==> config.mk <==
export PLATFORM = sky130hd
export DESIGN_NAME = aes_ctr_round_cell
export DESIGN_NICKNAME = d
export VERILOG_FILES = /design/src/sv/aes_ctr_pkg.sv /design/src/sv/aes_ctr_round_cell.sv
export SDC_FILE = /design/constraint.sdc
export NUM_CORES = 2
export LEC_CHECK = 0
export BUFFER_PORTS_ARGS = -buffer_cell sky130_fd_sc_hd__buf_4
export CELL_PAD_IN_SITES_DETAIL_PLACEMENT = 2
export CELL_PAD_IN_SITES_GLOBAL_PLACEMENT = 2
export CORE_MARGIN = 2
export CORE_UTILIZATION = 33
export DETAILED_ROUTE_END_ITERATION = 8
export HOLD_SLACK_MARGIN = 0.06
export PLACE_DENSITY = 0.84
export SLEW_MARGIN = 0
export SYNTH_ARGS = -nofsm -noshare
export SYNTH_HDL_FRONTEND = slang
export SYNTH_SLANG_ARGS = --single-unit
==> constraint.sdc <==
create_clock -name clock -period 3.8 [get_ports clock]
set_input_delay 0.57 -clock clock [delete_from_list [all_inputs] [get_ports clock]]
set_output_delay 0.57 -clock clock [all_outputs]
set_load 0.1 [all_outputs]
==> src/sv/aes_ctr_pkg.sv <==
// Package with AES tables, round functions and shared types for the keystream block.
package aes_ctr_pkg;

   localparam int unsigned BlockBytes = 16;
   localparam int unsigned KeyWords   = 8;
   localparam int unsigned CfgIdxW    = 2;
   // AES-256 always runs fourteen rounds.
   localparam int unsigned RoundCount = 14;

   typedef enum logic [1:0] {
      CSR_KEY_WORD_0 = 2'd0,
      CSR_KEY_WORD_1 = 2'd1,
      CSR_KEY_WORD_2 = 2'd2,
      CSR_KEY_WORD_3 = 2'd3
   } csr_index_type;

   // Metadata that travels beside the state through the round chain.
   typedef struct packed {
      logic       valid;
      logic [4:0] want;
   } tag_type;

   typedef logic [7:0] sbox_table_type [256];

   localparam sbox_table_type SBOX = '{
      8'h63,8'h7c,8'h77,8'h7b,8'hf2,8'h6b,8'h6f,8'hc5,8'h30,8'h01,8'h67,8'h2b,8'hfe,8'hd7,8'hab,8'h76,
      8'hca,8'h82,8'hc9,8'h7d,8'hfa,8'h59,8'h47,8'hf0,8'had,8'hd4,8'ha2,8'haf,8'h9c,8'ha4,8'h72,8'hc0,
      8'hb7,8'hfd,8'h93,8'h26,8'h36,8'h3f,8'hf7,8'hcc,8'h34,8'ha5,8'he5,8'hf1,8'h71,8'hd8,8'h31,8'h15,
      8'h04,8'hc7,8'h23,8'hc3,8'h18,8'h96,8'h05,8'h9a,8'h07,8'h12,8'h80,8'he2,8'heb,8'h27,8'hb2,8'h75,
      8'h09,8'h83,8'h2c,8'h1a,8'h1b,8'h6e,8'h5a,8'ha0,8'h52,8'h3b,8'hd6,8'hb3,8'h29,8'he3,8'h2f,8'h84,
      8'h53,8'hd1,8'h00,8'hed,8'h20,8'hfc,8'hb1,8'h5b,8'h6a,8'hcb,8'hbe,8'h39,8'h4a,8'h4c,8'h58,8'hcf,
      8'hd0,8'hef,8'haa,8'hfb,8'h43,8'h4d,8'h33,8'h85,8'h45,8'hf9,8'h02,8'h7f,8'h50,8'h3c,8'h9f,8'ha8,
      8'h51,8'ha3,8'h40,8'h8f,8'h92,8'h9d,8'h38,8'hf5,8'hbc,8'hb6,8'hda,8'h21,8'h10,8'hff,8'hf3,8'hd2,
      8'hcd,8'h0c,8'h13,8'hec,8'h5f,8'h97,8'h44,8'h17,8'hc4,8'ha7,8'h7e,8'h3d,8'h64,8'h5d,8'h19,8'h73,
      8'h60,8'h81,8'h4f,8'hdc,8'h22,8'h2a,8'h90,8'h88,8'h46,8'hee,8'hb8,8'h14,8'hde,8'h5e,8'h0b,8'hdb,
      8'he0,8'h32,8'h3a,8'h0a,8'h49,8'h06,8'h24,8'h5c,8'hc2,8'hd3,8'hac,8'h62,8'h91,8'h95,8'he4,8'h79,
      8'he7,8'hc8,8'h37,8'h6d,8'h8d,8'hd5,8'h4e,8'ha9,8'h6c,8'h56,8'hf4,8'hea,8'h65,8'h7a,8'hae,8'h08,
      8'hba,8'h78,8'h25,8'h2e,8'h1c,8'ha6,8'hb4,8'hc6,8'he8,8'hdd,8'h74,8'h1f,8'h4b,8'hbd,8'h8b,8'h8a,
      8'h70,8'h3e,8'hb5,8'h66,8'h48,8'h03,8'hf6,8'h0e,8'h61,8'h35,8'h57,8'hb9,8'h86,8'hc1,8'h1d,8'h9e,
      8'he1,8'hf8,8'h98,8'h11,8'h69,8'hd9,8'h8e,8'h94,8'h9b,8'h1e,8'h87,8'he9,8'hce,8'h55,8'h28,8'hdf,
      8'h8c,8'ha1,8'h89,8'h0d,8'hbf,8'he6,8'h42,8'h68,8'h41,8'h99,8'h2d,8'h0f,8'hb0,8'h54,8'hbb,8'h16
   };

   // Byte j of a 128-bit state where byte 0 sits in bits 127:120.
   function automatic logic [7:0] get_byte(input logic [127:0] s, input int j);
      return s[127 - 8*j -: 8];
   endfunction

   function automatic logic [7:0] xtime(input logic [7:0] b);
      return {b[6:0], 1'b0} ^ (b[7] ? 8'h1b : 8'h00);
   endfunction

   function automatic logic [31:0] sub_word(input logic [31:0] w);
      return {SBOX[w[31:24]], SBOX[w[23:16]], SBOX[w[15:8]], SBOX[w[7:0]]};
   endfunction

   // SubBytes followed by ShiftRows.
   function automatic logic [127:0] sub_shift(input logic [127:0] s);
      logic [127:0] t;
      t = '0;
      for (int c = 0; c < 4; c++) begin
         for (int r = 0; r < 4; r++) begin
            t[127 - 8*(r + 4*c) -: 8] = SBOX[get_byte(s, r + 4*((c + r) % 4))];
         end
      end
      return t;
   endfunction

   function automatic logic [127:0] mix_columns(input logic [127:0] s);
      logic [127:0] t;
      logic [7:0] a0, a1, a2, a3, all;
      t = '0;
      for (int c = 0; c < 4; c++) begin
         a0 = get_byte(s, 4*c);
         a1 = get_byte(s, 4*c + 1);
         a2 = get_byte(s, 4*c + 2);
         a3 = get_byte(s, 4*c + 3);
         all = a0 ^ a1 ^ a2 ^ a3;
         t[127 - 32*c -: 32] = {a0 ^ all ^ xtime(a0 ^ a1), a1 ^ all ^ xtime(a1 ^ a2),
                                a2 ^ all ^ xtime(a2 ^ a3), a3 ^ all ^ xtime(a3 ^ a0)};
      end
      return t;
   endfunction

endpackage

==> src/sv/aes_ctr_round_cell.sv <==
// One AES round cell: applies one round to the state it receives and passes it on.
module aes_ctr_round_cell
   import aes_ctr_pkg::*;
#(
   parameter bit IS_LAST = 1'b0
) (
   input  logic          clock,
   input  logic          reset,
   input  logic          advance,
   input  logic [127:0]  round_key,
   input  logic [127:0]  state_i,
   input  tag_type       tag_i,
   output logic [127:0]  state_o,
   output tag_type       tag_o
);
   logic [127:0] state_ff, state_in;
   tag_type      tag_ff;
   logic [127:0] ss;

   always_comb begin
      ss = sub_shift(state_i);
      state_in = (IS_LAST ? ss : mix_columns(ss)) ^ round_key;
   end

   always_ff @(posedge clock) begin
      if (reset) begin
         tag_ff <= '0;
      end else if (advance) begin
         tag_ff <= tag_i;
      end
   end

   always_ff @(posedge clock) begin
      if (advance) state_ff <= state_in;
   end

   assign state_o = state_ff;
   assign tag_o   = tag_ff;

endmodule

==> metrics <==
CTS tree=yes; GRT Total Usage=0.435; ys async rst share=0; routability cong.=1.04; skew final=0 ns; DR pass1 iterations=6; Cell Rows=158; Req. time, crit path=4.12 ns; first-pass GRT wire length=638000 um; Yosys Warn Count=0; crit path DAT=4.09 ns; die area=191000 um^2; Post-synth EDFFs=128; period utilization=0.990; largest net degree at the start of global routing=79; layout cells sized above 1=0.271; Core Box Area=186000 um^2; WL/cell=34.1 um; hold buffers post-CTS=0; Seq/Total Area, Yosys=0.0641; status=completed; Final nets=10800; clock latency on the worst-skew pair=0.58 ns; Vias=87900; setup TNS=0 ns; Peak supply drop=0.000681 V; register bit total from synthesis=134; P per Cell Area=337 nW/um^2; CTS buffer count=17; Layout Area Growth over Synthesis=28.9%; final hold violations=0; post-place instance area=79100 um^2; CTS sink cnt=134; DR DRC count=0; crit-path max FO=6; overall power after layout=26.9 mW; Avg Inst Size Synth=6.84 um^2; GRT Residual Overflow=0; most common cell after layout, fill and taps aside=buf_4; hold crit path type=input port to flop; Post-Route WL=436000 um; fmax=266 MHz; # setup viols final=0; # IOs=399; vias in the first global route=90300; slowest stage delay, CP=0.60 ns; number of DRC markers in iteration 0=11800; Max-cap violations=0; H-tree depth=4; pre-CTS WS=-0.653 ns; Mapped Area=61800 um^2; Initial Util=0.333; Worst Setup Start Kind=input port; number of distinct library cells after synthesis=109; # port buffers=398; syn_nets=9532; main flop type after synthesis=edfxtp_1; Mapped Cells=9038; Die Height=437 um; DRT antenna net count=0; CP Class=input port to flop; total leakage power=31.6 nW; post-route cell area=79700 um^2; HPWL Detailed=337000 um; most frequent cells in the layout=buf_4 (2184), a21oi_1 (756), o21ai_0 (736), nand2_1 (680), nor2_1 (679); Slowest-stage cell, CP=nor2b_1; worst path cell trace=buf_4, inv_1, buf_4, ha_1, nor2b_1, nor2_1, mux4_2, o211ai_1, nand4_1, xor2_1, xnor2_1, xnor2_1, xnor2_1; minimum clock period=3.76 ns; Setup WS post-layout=0.0369 ns; Rel. slew slack=0.154; CP most frequent cell=xnor2_1; via/cell ratio=6.87; clk root buf=clkbuf_16; Pins Over Slew Limit=0; CTS Buffer Depth=2; DIE WIDTH=437 um; Reg clk slew, reported paths=0.08 ns; antenna violations before repair=24; Slew @ Worst Pin=1.26 ns; RSZ-0062 raised after global routing=no; Worst setup EP type=flop
-- per-layer routing --
metal,share of wire,routed length [um],global-route usage
met5,0.00024,103,0
met4,0.052,22800,0.201
met3,0.089,38700,0.0732
met2,0.45,196000,0.689
met1,0.41,178000,0.575
-- path summary, 6_finish.rpt --
check                            startpoint            to  slack, ns  cells past startpoint
worst min register to register     tag_o[5]      tag_o[5]       0.52                      2
worst max register to register     tag_o[4]      tag_o[4]       3.08                      2
worst min-delay path                  reset      tag_o[0]       0.20                      2
worst max-delay path            state_i[40]  state_o[119]       0.04                     13
-- synthesized netlist by cell type, types with 128 or more instances --
master / number / area [um^2]
edfxtp_1: 128 / 3840
nand2b_1: 309 / 1930
o311ai_0: 183 / 1600
buf_2: 294 / 1470
nand3_1: 331 / 1660
a21oi_1: 756 / 3780
nor3_1: 312 / 1560
a31oi_1: 249 / 1560
o31ai_1: 129 / 968
mux4_2: 197 / 4440
a211oi_1: 180 / 1350
nor2b_1: 268 / 1680
nor2_1: 680 / 2550
o21ai_0: 736 / 3680
o211ai_1: 236 / 1770
ha_1: 229 / 2870
nand2_1: 680 / 2550
xnor2_1: 431 / 3770
xor2_1: 137 / 1200
clkbuf_1: 619 / 2320
-- critical path, delay by kind of cell --
family	cells	cell delay [ns]
buffers and inverters	3	0.42
adders and majority gates	1	0.28
and+or+nand+nor	3	1.03
AOI/OAI and AO/OA	1	0.19
muxes	1	0.50
xor gates and xnor gates	4	1.08
-- logic make-up after synthesis --
group	share of synthesized area
XOR/XNOR	0.0860
buffers and inverters	0.0862
flip-flops	0.0641
adder cells (fa/ha/maj)	0.0465
multiplexers	0.0915
AO/OA/AOI/OAI	0.379
AND/OR/NAND/NOR	0.247
-- sequential cells by signal, indices dropped and copies added (netlist names) --
name     flops
tag_o        6
state_o    128
-- metrics by stage --
stage / hold WS (ns) / util / cells
2_1_floorplan: 0.642 / - / 9038
3_3_place_gp: 0.475 / 0.425 / 12700
3_5_place_dp: 0.508 / 0.425 / 12700
4_1_cts: 0.166 / 0.428 / 12800
5_1_grt: 0.193 / 0.429 / 12800
6_report: 0.201 / 0.429 / 12800
-- where the power goes --
part	internal, mW	switching (mW)	leakage (nW)
combinational	7.20	14.6	30.0
clock	0.847	0.982	0.260
sequential	2.71	0.541	1.30
total	10.8	16.1	31.6
-- final cells by class --
type	instances	area, um^2
clock buffer	17	425
clock inverter	15	121
antenna	14	35.0
timing repair buffer	2305	18800
tap	2480	3100
multi-input combinational	7664	52700
inverter	151	568
sequential	134	3960
fill	21900	106000
-- timing repair --
item                                    4_1_cts  5_1_grt
resized for setup                             1       10
pin swaps                                     0        1
buffers inserted                              0        0
endpoints found under the setup margin        1       15
No activity file was read; power rests on OpenSTA's default activity.
